<file path="src/hw/rtl/lexer_token_scanner_top_assert.svh">
// Assertion macros shared by the lexer token scanner RTL.
`ifndef LEXER_TOKEN_SCANNER_TOP_ASSERT_SVH
`define LEXER_TOKEN_SCANNER_TOP_ASSERT_SVH

`ifndef NO_ASSERTIONS
// Property that must hold at every clock edge outside reset.
`define LTS_ASSERT_ALWAYS(lbl, clk, rst_n, prop) \
    lbl: assert property (@(posedge clk) disable iff (!rst_n) (prop)) \
        else $error("lexer token scanner assertion failed");
// Consequent that must hold in the cycle after the antecedent.
`define LTS_ASSERT_NEXT(lbl, clk, rst_n, ante, cons) \
    lbl: assert property (@(posedge clk) disable iff (!rst_n) (ante) |=> (cons)) \
        else $error("lexer token scanner assertion failed");
`else
`define LTS_ASSERT_ALWAYS(lbl, clk, rst_n, prop)
`define LTS_ASSERT_NEXT(lbl, clk, rst_n, ante, cons)
`endif

`endif

</file>
<file path="src/hw/rtl/lts_pkg.sv">
// Types, codes, character constants and classifiers for the lexer token scanner.
package lts_pkg;

    typedef enum logic [2:0] {
        MODE_BETWEEN = 3'd0,
        MODE_SLASH   = 3'd1,
        MODE_LINE    = 3'd2,
        MODE_BLOCK   = 3'd3,
        MODE_NAME    = 3'd4,
        MODE_HALTED  = 3'd5
    } mode_t;

    localparam logic [2:0] KIND_NAME_CHAR = 3'd0;
    localparam logic [2:0] KIND_NAME_END  = 3'd1;
    localparam logic [2:0] KIND_OPERATOR  = 3'd2;
    localparam logic [2:0] KIND_QUOTE     = 3'd3;
    localparam logic [2:0] KIND_EOI       = 3'd4;
    localparam logic [2:0] KIND_ERROR     = 3'd5;

    localparam logic [1:0] ERR_NONE    = 2'd0;
    localparam logic [1:0] ERR_ILLEGAL = 2'd1;
    localparam logic [1:0] ERR_SLASH   = 2'd2;
    localparam logic [1:0] ERR_UNTERM  = 2'd3;

    localparam logic [7:0] CH_NUL    = 8'h00;
    localparam logic [7:0] CH_TAB    = 8'h09;
    localparam logic [7:0] CH_LF     = 8'h0A;
    localparam logic [7:0] CH_CR     = 8'h0D;
    localparam logic [7:0] CH_SPACE  = 8'h20;
    localparam logic [7:0] CH_QUOTE  = 8'h22;
    localparam logic [7:0] CH_DOLLAR = 8'h24;
    localparam logic [7:0] CH_LPAREN = 8'h28;
    localparam logic [7:0] CH_RPAREN = 8'h29;
    localparam logic [7:0] CH_STAR   = 8'h2A;
    localparam logic [7:0] CH_COMMA  = 8'h2C;
    localparam logic [7:0] CH_DOT    = 8'h2E;
    localparam logic [7:0] CH_SLASH  = 8'h2F;
    localparam logic [7:0] CH_COLON  = 8'h3A;
    localparam logic [7:0] CH_SEMI   = 8'h3B;
    localparam logic [7:0] CH_EQUAL  = 8'h3D;
    localparam logic [7:0] CH_UNDER  = 8'h5F;
    localparam logic [7:0] CH_LBRACE = 8'h7B;
    localparam logic [7:0] CH_RBRACE = 8'h7D;

    // One result word as held in the output slots.
    typedef struct packed {
        logic [2:0] kind;
        logic [7:0] chr;
        logic [1:0] err;
        logic       last;
    } res_t;

    // Outcome of scanning one byte between tokens.
    typedef struct packed {
        mode_t mode;
        logic  emit;
        res_t  res;
    } between_t;

    function automatic logic is_letter_like(input logic [7:0] c);
        return (c inside {[8'h61:8'h7A], [8'h41:8'h5A]}) || (c == CH_UNDER) ||
               (c == CH_DOLLAR);
    endfunction

    function automatic logic is_name_part(input logic [7:0] c);
        return is_letter_like(c) || (c inside {[8'h30:8'h39]});
    endfunction

    function automatic logic is_blank(input logic [7:0] c);
        return c inside {CH_SPACE, CH_LF, CH_CR, CH_TAB};
    endfunction

    function automatic logic is_operator(input logic [7:0] c);
        return c inside {CH_COLON, CH_LBRACE, CH_RBRACE, CH_LPAREN, CH_RPAREN,
                         CH_COMMA, CH_EQUAL, CH_DOT, CH_SEMI};
    endfunction

    function automatic res_t make_res(input logic [2:0] kind, input logic [7:0] chr,
                                      input logic [1:0] err);
        res_t r;
        r.kind = kind;
        r.chr  = chr;
        r.err  = err;
        r.last = 1'b0;
        return r;
    endfunction

    // Classify a byte seen while between tokens.
    function automatic between_t scan_between(input logic [7:0] c);
        between_t b;
        b.mode = MODE_BETWEEN;
        b.emit = 1'b0;
        b.res  = make_res(KIND_NAME_CHAR, CH_NUL, ERR_NONE);
        if (is_blank(c)) begin
            b.emit = 1'b0;
        end else if (c == CH_SLASH) begin
            b.mode = MODE_SLASH;
        end else if (is_letter_like(c)) begin
            b.mode = MODE_NAME;
            b.emit = 1'b1;
            b.res  = make_res(KIND_NAME_CHAR, c, ERR_NONE);
        end else if (is_operator(c)) begin
            b.emit = 1'b1;
            b.res  = make_res(KIND_OPERATOR, c, ERR_NONE);
        end else if (c == CH_QUOTE) begin
            b.emit = 1'b1;
            b.res  = make_res(KIND_QUOTE, c, ERR_NONE);
        end else begin
            b.mode = MODE_HALTED;
            b.emit = 1'b1;
            b.res  = make_res(KIND_ERROR, c, ERR_ILLEGAL);
        end
        return b;
    endfunction

endpackage

</file>
<file path="src/hw/rtl/lexer_token_scanner_top.sv">
// Top level of the lexer token scanner: input register, scan logic, two result slots.
// A result word passes through the input register and a result slot before it is offered on the m_ side.
// Throughput: one byte per cycle while m_tready is held; a byte that yields two words holds
// the input longer, since the two result slots must both be free or emptying before a byte is scanned.
// Reset (aresetn low, synchronous) empties the slots and returns the scanner to between
// tokens; after an error or end of input it emits nothing until the next reset.
`include "lexer_token_scanner_top_assert.svh"

module lexer_token_scanner_top (
    input  logic        aclk,
    input  logic        aresetn,
    input  logic        s_tvalid,
    output logic        s_tready,
    input  logic [7:0]  s_tdata,   // [7:0] byte_in
    input  logic        s_tuser,   // [0] end_of_input
    output logic        m_tvalid,
    input  logic        m_tready,
    output logic [15:0] m_tdata,   // [7:0] character, [9:8] error_code, [15:10] zero
    output logic [2:0]  m_tuser,   // [2:0] token_kind
    output logic        m_tlast    // last_of_run
);
    import lts_pkg::*;

    logic       in_valid_reg;
    logic [7:0] in_byte_reg;
    logic       in_eoi_reg;

    mode_t      mode_reg, mode_next;
    logic       star_reg, star_next;

    res_t       slot0_reg, slot1_reg;
    logic [1:0] cnt_reg;

    logic       pop;
    logic       adv;
    logic [1:0] n_res;
    res_t       r0, r1;
    between_t   sb;

    // Handshake: scan a byte only when both slots will be free this cycle.
    assign pop      = m_tvalid && m_tready;
    assign adv      = in_valid_reg && ((cnt_reg == 2'd0) || ((cnt_reg == 2'd1) && pop));
    assign s_tready = !in_valid_reg || adv;

    // Input register.
    always_ff @(posedge aclk) begin
        if (!aresetn) begin
            in_valid_reg <= 1'b0;
        end else if (s_tready) begin
            in_valid_reg <= s_tvalid;
        end
        if (s_tready && s_tvalid) begin
            in_byte_reg <= s_tdata;
            in_eoi_reg  <= s_tuser;
        end
    end

    // Scan logic: next mode, star flag and up to two result words.
    always_comb begin
        mode_next = mode_reg;
        star_next = star_reg;
        n_res     = 2'd0;
        r0        = make_res(KIND_NAME_CHAR, CH_NUL, ERR_NONE);
        r1        = make_res(KIND_NAME_CHAR, CH_NUL, ERR_NONE);
        sb        = scan_between(in_byte_reg);
        case (mode_reg)
            MODE_BETWEEN: begin
                if (in_eoi_reg) begin
                    mode_next = MODE_HALTED;
                    n_res     = 2'd1;
                    r0        = make_res(KIND_EOI, CH_NUL, ERR_NONE);
                end else begin
                    mode_next = sb.mode;
                    n_res     = {1'b0, sb.emit};
                    r0        = sb.res;
                end
            end
            MODE_SLASH: begin
                if (!in_eoi_reg && (in_byte_reg == CH_SLASH)) begin
                    mode_next = MODE_LINE;
                end else if (!in_eoi_reg && (in_byte_reg == CH_STAR)) begin
                    mode_next = MODE_BLOCK;
                    star_next = 1'b0;
                end else begin
                    mode_next = MODE_HALTED;
                    n_res     = 2'd1;
                    r0        = make_res(KIND_ERROR, CH_SLASH, ERR_SLASH);
                end
            end
            MODE_LINE: begin
                if (in_eoi_reg) begin
                    mode_next = MODE_HALTED;
                    n_res     = 2'd1;
                    r0        = make_res(KIND_EOI, CH_NUL, ERR_NONE);
                end else if ((in_byte_reg == CH_LF) || (in_byte_reg == CH_CR)) begin
                    mode_next = MODE_BETWEEN;
                end
            end
            MODE_BLOCK: begin
                if (in_eoi_reg) begin
                    mode_next = MODE_HALTED;
                    star_next = 1'b0;
                    n_res     = 2'd1;
                    r0        = make_res(KIND_ERROR, CH_NUL, ERR_UNTERM);
                end else if (star_reg && (in_byte_reg == CH_SLASH)) begin
                    mode_next = MODE_BETWEEN;
                    star_next = 1'b0;
                end else begin
                    star_next = (in_byte_reg == CH_STAR);
                end
            end
            MODE_NAME: begin
                if (!in_eoi_reg && is_name_part(in_byte_reg)) begin
                    n_res = 2'd1;
                    r0    = make_res(KIND_NAME_CHAR, in_byte_reg, ERR_NONE);
                end else begin
                    r0 = make_res(KIND_NAME_END, CH_NUL, ERR_NONE);
                    if (in_eoi_reg) begin
                        mode_next = MODE_HALTED;
                        n_res     = 2'd2;
                        r1        = make_res(KIND_EOI, CH_NUL, ERR_NONE);
                    end else begin
                        mode_next = sb.mode;
                        n_res     = sb.emit ? 2'd2 : 2'd1;
                        r1        = sb.res;
                    end
                end
            end
            default: begin
                mode_next = MODE_HALTED;
            end
        endcase
        // Mark the final word caused by this byte.
        if (n_res == 2'd2) begin
            r1.last = 1'b1;
        end else if (n_res == 2'd1) begin
            r0.last = 1'b1;
        end
    end

    // Scanner state advances once per scanned byte.
    always_ff @(posedge aclk) begin
        if (!aresetn) begin
            mode_reg <= MODE_BETWEEN;
            star_reg <= 1'b0;
        end else if (adv) begin
            mode_reg <= mode_next;
            star_reg <= star_next;
        end
    end

    // Result slots: slot0 is offered, slot1 waits behind it.
    always_ff @(posedge aclk) begin
        if (!aresetn) begin
            cnt_reg <= 2'd0;
        end else if (adv) begin
            cnt_reg <= n_res;
        end else if (pop) begin
            cnt_reg <= cnt_reg - 2'd1;
        end
        if (adv) begin
            slot0_reg <= r0;
            slot1_reg <= r1;
        end else if (pop) begin
            slot0_reg <= slot1_reg;
        end
    end

    // Output word.
    assign m_tvalid = (cnt_reg != 2'd0);
    assign m_tdata  = {6'b000000, slot0_reg.err, slot0_reg.chr};
    assign m_tuser  = slot0_reg.kind;
    assign m_tlast  = slot0_reg.last;

    // Checks on slot bookkeeping and scanner state.
    `LTS_ASSERT_ALWAYS(a_cnt_range, aclk, aresetn, cnt_reg != 2'd3)
    `LTS_ASSERT_ALWAYS(a_star_in_block, aclk, aresetn, !star_reg || (mode_reg == MODE_BLOCK))
    `LTS_ASSERT_NEXT(a_halt_silent, aclk, aresetn, adv && (mode_reg == MODE_HALTED), cnt_reg == 2'd0)
    `LTS_ASSERT_NEXT(a_error_halts, aclk, aresetn, adv && (n_res != 2'd0) && (r0.kind == KIND_ERROR), mode_reg == MODE_HALTED)

endmodule
</file>
<file path="config.mk">
export PLATFORM = sky130hd
export DESIGN_NAME = lexer_token_scanner_top
export DESIGN_NICKNAME = d
export VERILOG_FILES = /design/src/hw/rtl/lts_pkg.sv /design/src/hw/rtl/lexer_token_scanner_top.sv
export VERILOG_INCLUDE_DIRS = /design/src /design/src/hw/rtl
export SDC_FILE = /design/constraint.sdc
export NUM_CORES = 1
export LEC_CHECK = 0
export ABC_AREA = 1
export BUFFER_PORTS_ARGS = -buffer_cell sky130_fd_sc_hd__buf_2
export CAP_MARGIN = 20
export CORE_MARGIN = 2
export CORE_UTILIZATION = 50
export CTS_CLUSTER_DIAMETER = 200
export CTS_CLUSTER_SIZE = 40
export DETAILED_ROUTE_END_ITERATION = 6
export PLACE_DENSITY = 0.83
export REMOVE_ABC_BUFFERS = 1
export SYNTH_ARGS = -nofsm -noshare
export SYNTH_HDL_FRONTEND = slang
export SYNTH_SLANG_ARGS = --single-unit
</file>
<file path="constraint.sdc">
create_clock -name aclk -period 2.5 [get_ports aclk]
set_input_delay 0 -clock aclk [delete_from_list [all_inputs] [get_ports aclk]]
set_output_delay 0 -clock aclk [all_outputs]
set_load 0.05 [all_outputs]
</file>
== Word level (Yosys, flattened, before mapping) ==
Cells that the tools add are included.

* Register bits: 44
* Latch bits: 0
* RAM bits: 0
* Memory bits (read-only): 0
* Input bits: 13
* Output and inout bits: 22
* Memories kept: 0

* Add/sub/neg operators: 1
* $mul: 0
* Divide/modulo/power cells: 0
* Magnitude comparators: 6
* Equal/unequal tests: 30
* Shift-type cells: 0
* Muxes and demuxes: 47
* Bitwise logic cells: 1
* Reductions and logical operators: 31

{| class="wikitable"
|+ Operator list
! cell !! count
|-
| two-way mux 14 bit || 10
|-
| equality test 8 x 6 -> 1 bit (second input constant) || 12
|-
| one-hot mux 14 bit (5 select lines) || 1
|-
| two-way mux 3 bit || 12
|-
| equality test 8 x 4 -> 1 bit (second input constant) || 3
|-
| equality test 8 x 7 -> 1 bit (second input constant) || 3
|-
| two-way mux 18 bit || 1
|-
| >= comparator 8 x 7 -> 1 bit (second input constant) || 2
|-
| less-or-equal comparator 8 x 7 -> 1 bit (second input constant) || 2
|-
| two-way mux 15 bit || 1
|-
| one-hot mux 3 bit (5 select lines) || 1
|-
| two-way mux 1 bit || 13
|-
| two-way mux 12 bit || 1
|-
| logical AND 1 bit || 11
|-
| two-way mux 2 bit || 5
|-
| nonzero test 9 bit || 1
|-
| >= comparator 8 x 6 -> 1 bit (second input constant) || 1
|-
| less-or-equal comparator 8 x 6 -> 1 bit (second input constant) || 1
|-
| one-hot mux 2 bit (4 select lines) || 1
|-
| AND reduction 4 bit || 2
|-
| nonzero test 2 bit || 4
|-
| equality test 3 x 2 -> 1 bit (second input constant) || 2
|-
| logical OR 1 bit || 6
|-
| inequality test 2 bit (second input constant) || 3
|-
| 13 further kinds || 17
|}

== Logic depth before layout (Yosys ltp) ==
* Word-level depth: 16
* Mapped depth: 15
* Mapped depth without buffers: 14

== Worst setup path before layout ==
Ideal clock, no wire load.

* Path type: reg-to-reg
* From: register cnt_reg[0]
* To: register slot0_reg, in the netlist m_tlast, data pin
* Arrival: 1943 ps
* Required time: 2242 ps
* Setup slack: 299 ps
* Cell stages (with the launch flop): 9
* Buffers on the path: 0
* Clock period less this slack: 2201 ps
* Path through: dfxtp_1 -> inv_1 -> ha_1 -> inv_1 -> nand2_1 -> nand2_1 -> clkinv_1 -> nand2_2 -> nand2_1

* Word-level cells in the longest chain between the ends: 6

{| class="wikitable"
|+ Ends and longest elaborated chain
! what !! RTL line !! RTL
|-
| from (decl) || lexer_token_scanner_top.sv:32 || <nowiki>logic [1:0] cnt_reg;</nowiki>
|-
| from (signal assigned) || lexer_token_scanner_top.sv:157 || <nowiki>cnt_reg <= n_res;</nowiki>
|-
| from (signal assigned) || lexer_token_scanner_top.sv:159 || <nowiki>cnt_reg <= cnt_reg - 2'd1;</nowiki>
|-
| nonzero test 2 bit || lexer_token_scanner_top.sv:170 || <nowiki>assign m_tvalid = (cnt_reg != 2'd0);</nowiki>
|-
| via m_tvalid || lexer_token_scanner_top.sv:16 || <nowiki>output logic m_tvalid,</nowiki>
|-
| logical AND 1 bit || lexer_token_scanner_top.sv:41 || <nowiki>assign pop = m_tvalid && m_tready;</nowiki>
|-
| logical AND 1 bit || lexer_token_scanner_top.sv:42 || <nowiki>assign adv = in_valid_reg && ((cnt_reg == 2'd0) || ((cnt_reg == 2'd1) && pop));</nowiki>
|-
| logical OR 1 bit || lexer_token_scanner_top.sv:42 ||
|-
| logical AND 1 bit || lexer_token_scanner_top.sv:42 ||
|-
| via adv || lexer_token_scanner_top.sv:35 || <nowiki>logic adv;</nowiki>
|-
| two-way mux 14 bit || lexer_token_scanner_top.sv:161 || <nowiki>if (adv) begin</nowiki>
|-
| to (signal assigned) || lexer_token_scanner_top.sv:162 || <nowiki>slot0_reg <= r0;</nowiki>
|-
| to (signal assigned) || lexer_token_scanner_top.sv:165 || <nowiki>slot0_reg <= slot1_reg;</nowiki>
|-
| to (decl) || lexer_token_scanner_top.sv:31 || <nowiki>res_t slot0_reg, slot1_reg;</nowiki>
|}

The timed path passes the listed nets, and every way through them passes these cells.
A chain may end at the register's enable or synchronous reset.

== Final worst setup path ==
* From: register in_byte_reg[2]
* To: register slot0_reg, in the netlist m_tuser[0], data pin

* Word-level cells in the longest chain between the ends: 11

{| class="wikitable"
|+ Ends and longest elaborated chain
! what !! RTL line !! RTL
|-
| from (decl) || lexer_token_scanner_top.sv:25 || <nowiki>logic [7:0] in_byte_reg;</nowiki>
|-
| from (signal assigned) || lexer_token_scanner_top.sv:53 || <nowiki>in_byte_reg <= s_tdata;</nowiki>
|-
| >= comparator 8 x 7 -> 1 bit / less-or-equal comparator 8 x 7 -> 1 bit (equally long branches) || lts_pkg.sv:61 || <nowiki>return (c inside {[8'h61:8'h7A], [8'h41:8'h5A]}) || (c == CH_UNDER) ||</nowiki>
|-
| logical AND 1 bit || lts_pkg.sv:61 ||
|-
| nonzero test 2 bit || lts_pkg.sv:61 ||
|-
| logical OR 1 bit (2 in a row) || lts_pkg.sv:61 ||
|-
| two-way mux 18 bit || lts_pkg.sv:98 || <nowiki>end else if (is_letter_like(c)) begin</nowiki>
|-
| two-way mux 15 bit || lts_pkg.sv:96 || <nowiki>end else if (c == CH_SLASH) begin</nowiki>
|-
| two-way mux 14 bit || lts_pkg.sv:94 || <nowiki>if (is_blank(c)) begin</nowiki>
|-
| two-way mux 14 bit || lexer_token_scanner_top.sv:68 || <nowiki>if (in_eoi_reg) begin</nowiki>
|-
| one-hot mux 14 bit (5 select lines) (*) || lexer_token_scanner_top.sv:66 || <nowiki>case (mode_reg)</nowiki>
|-
| two-way mux 14 bit (*) || lexer_token_scanner_top.sv:161 ||
|}

Every way passes the cells marked *; elsewhere a longest branch is shown, timed or not.

==> results.rst <==
.. list-table::
   :header-rows: 1

   * - Metric
     - Value
   * - Total count of max-transition violations in the final report
     - 0
   * - Number of cells in the design after placement
     - 395
   * - Synth Flop Type
     - edfxtp_1
   * - Post-route cell area
     - 2990 um2
   * - Outcome
     - complete, no violations
   * - Leading area contributor after synthesis
     - edfxtp_1
   * - Post-synth top cells
     - nand2_1 (79), edfxtp_1 (36), nand3_1 (28)
   * - Final Non-Filler Cells
     - 414
   * - Filler Cells Inserted
     - 460
   * - Die Y
     - 76.0 um
   * - Pre-Repair DR Iteration Count
     - 5
   * - Final setup violating endpoints
     - 0
   * - Most instantiated library cell after synthesis
     - nand2_1
   * - Post-synthesis average cell area
     - 8.51 um2
   * - Adder and majority cell fraction of the synthesized area
     - 0.00964
   * - First-pass GRT wire length
     - 9000 um
   * - Setup repair after global routing missed its margin
     - no
   * - Vias in the first global route
     - 1941
   * - # Max-Cap Violations
     - 0
   * - Sequential area share after synthesis
     - 0.471
   * - Antenna-violating nets left
     - 0
   * - Async SR Flop Fraction
     - 0
   * - Fraction of synthesized cell area in xor and xnor cells
     - 0
   * - Cts-stage hold buffer count
     - 11
   * - Routed wirelength normalized by instance count
     - 12.7 um
   * - Number of rows in the core area
     - 26
   * - Last weighted congestion value of the routability-driven placer
     - 0.908
   * - CTS clock-pin slew for the worst setup and hold paths
     - 0.09 ns
   * - Setup skew after layout
     - 0.0140 ns
   * - Yosys synthesis warning count
     - 0
   * - Netlist area before placement
     - 2590 um2
   * - Worst-case hold slack
     - 0.0410 ns
   * - # Post-CTS Setup Buffers
     - 0
   * - Width of the die
     - 76.0 um
   * - Largest net degree at the start of global routing
     - 25
   * - Clock insertion delay at the later pin of the skew report
     - 0.31 ns
   * - Total congestion overflow
     - 0
   * - Seq cells post-synth
     - 43
   * - Number of antenna violations at the first check in global routing
     - 0
   * - Initial Utilization
     - 0.515
   * - Slew margin rel.
     - 0.535
   * - Minimum setup slack after placement
     - 0.401 ns
   * - Arrival time of data at the critical path endpoint
     - 2.19 ns
   * - Synth Instances
     - 305
   * - Endpoint kind of the worst setup timing path
     - register
   * - I/O pin cnt
     - 35
   * - Root buffer cell
     - clkbuf_8
   * - Data required time at the worst endpoint
     - 2.56 ns
   * - Worst setup SP type
     - register
   * - Number of enable-type register cells in the synthesized netlist
     - 36
   * - Portion of synthesized cell area occupied by the leading cell type
     - 0.417
   * - Placed wire-length estimate
     - 3730 um
   * - Total number of vias
     - 2128
   * - Maximum root-to-sink buffer count
     - 2
   * - Total track usage
     - 0.195
   * - Initial detailed-routing violation count
     - 195
   * - Critical-path maximum fanout
     - 12
   * - Slew at the pin closest to its max-slew limit
     - 0.694 ns
   * - TritonCTS Sinks
     - 43
   * - Maximum achievable frequency
     - 0.468 GHz
   * - Number of gates resized after cts
     - 0
   * - Cell Area, Placed
     - 2750 um2
   * - Class of the tightest hold or removal check
     - in2reg
   * - DRC
     - 0
   * - Static leakage
     - 0.00131 uW
   * - Count of distinct cell types in the synthesized netlist
     - 36
   * - Fraction of the mapped netlist area in simple logic gates
     - 0.356
   * - Ratio of final minimum period to clock period
     - 0.854
   * - CTS H-Tree Depth
     - 2
   * - Complex-gate fraction of the synthesized area
     - 0.0680
   * - Minimum setup slack in the final design
     - 0.365 ns
   * - Dominant combinational cell family by area after synthesis
     - simple AND/OR/NAND/NOR gates
   * - Category of the most critical setup path
     - reg2reg
   * - Port-buffer cells
     - 28
   * - Total chip power
     - 2430 uW
   * - TritonCTS clock tree
     - done
   * - Ratio of routed vias to standard cells
     - 5.14
   * - Post-synthesis to final-layout area growth
     - 15.3%
   * - Count of inserted antenna diode cells
     - 0
   * - Max reg flops
     - 13
   * - Nets
     - 358
   * - Max rail drop VDD
     - 0.000323 V
   * - Main area contributors after synthesis
     - edfxtp_1 (42%), nand2_1 (11%), dfxtp_1 (5.4%)
   * - Number of hold violations in the final report
     - 0
   * - Power density normalized to cell area
     - 812 nW/um2
   * - Multiplexer share of the synthesized area
     - 0
   * - Period minus WS final
     - 2.13 ns
   * - Fraction of layout instances using a drive strength above 1
     - 0.244
   * - Total clock buffers created by CTS
     - 5
   * - DIE AREA
     - 5780 um2
   * - Core area
     - 5040 um2
   * - Detailed-route wire length
     - 5270 um
cells by family after synthesis:
family                     Yosys count
AOI/OAI and AO/OA                   28
adders and majority gates            2
and+or+nand+nor                    180
DFF                                 43
other                                1
buffers and inverters               51
final cells by class:
class	instances	area, um2	area share
Clock buffer	6	72.6	0.0242
Inverter	36	139	0.0464
Clock inverter	2	60.1	0.0201
Tap cell	70	87.6	0.0293
Timing Repair Buffer	41	265	0.0886
Sequential cell	43	1220	0.408
Multi-Input combinational cell	216	1150	0.383
worst max-delay path, stage by stage, from the launching register on:
cell and delay, ns:
edfxtp_1 0.54, inv_4 0.14, nand2_2 0.07, nor2_2 0.17
nand2_1 0.07, o21ai_1 0.10, a21oi_2 0.08, nand3_4 0.13
nand2_2 0.08, nand2_2 0.28, nand3_1 0.12, nand2_1 0.07
nand2_1 0.06
cell usage in the layout (no fill, tap or decap), drive strengths merged, types with 7 or more instances in the layout:
cell type    count
buf             30
a21oi            9
nand4           11
nand3           33
dfxtp            7
nand2           87
nor3             9
inv             33
nor2            39
edfxtp          36
o21ai           12
dlygate4sd3     11
per-layer routing:
| metal | GRT usage | vias to the layer above | wire length, um |
|---|---|---|---|
| met2 | 0.310 | 79 | 2470 |
| met5 | 0 | - | 0 |
| li1 | - | 1080 | - |
| met1 | 0.255 | 956 | 2380 |
| met3 | 0.0403 | 13 | 289 |
| met4 | 0.0964 | 0 | 127 |
metrics by stage:
| step | TNS, ns | util |
|---|---|---|
| global route | 0 | 0.594 |
| global placement | 0 | 0.545 |
| floorplan | -0.560 | - |
| detailed placement | 0 | 0.545 |
| CTS | 0 | 0.594 |
| finish | 0 | 0.594 |
power breakdown:
part / total, uW / switching [uW] / internal [uW]
clock: 649 / 250 / 399
combinational: 804 / 601 / 202
sequential: 978 / 55.8 / 922
total: 2430 / 907 / 1520
final timing paths:
check             slack, ns                   endpoint                     start  depth (start not counted)
setup / recovery       0.37       m_tuser[0]$_DFFE_PP_  in_byte_reg[2]$_DFFE_PP_                         12
hold / removal         0.04  in_valid_reg$_SDFFE_PN0N_                  m_tready                          4
setup reg to reg       0.37       m_tuser[0]$_DFFE_PP_  in_byte_reg[2]$_DFFE_PP_                         12
hold reg to reg        0.47      star_reg$_SDFFE_PN0P_     star_reg$_SDFFE_PN0P_                          2
No activity file was read; power rests on OpenSTA's default activity.
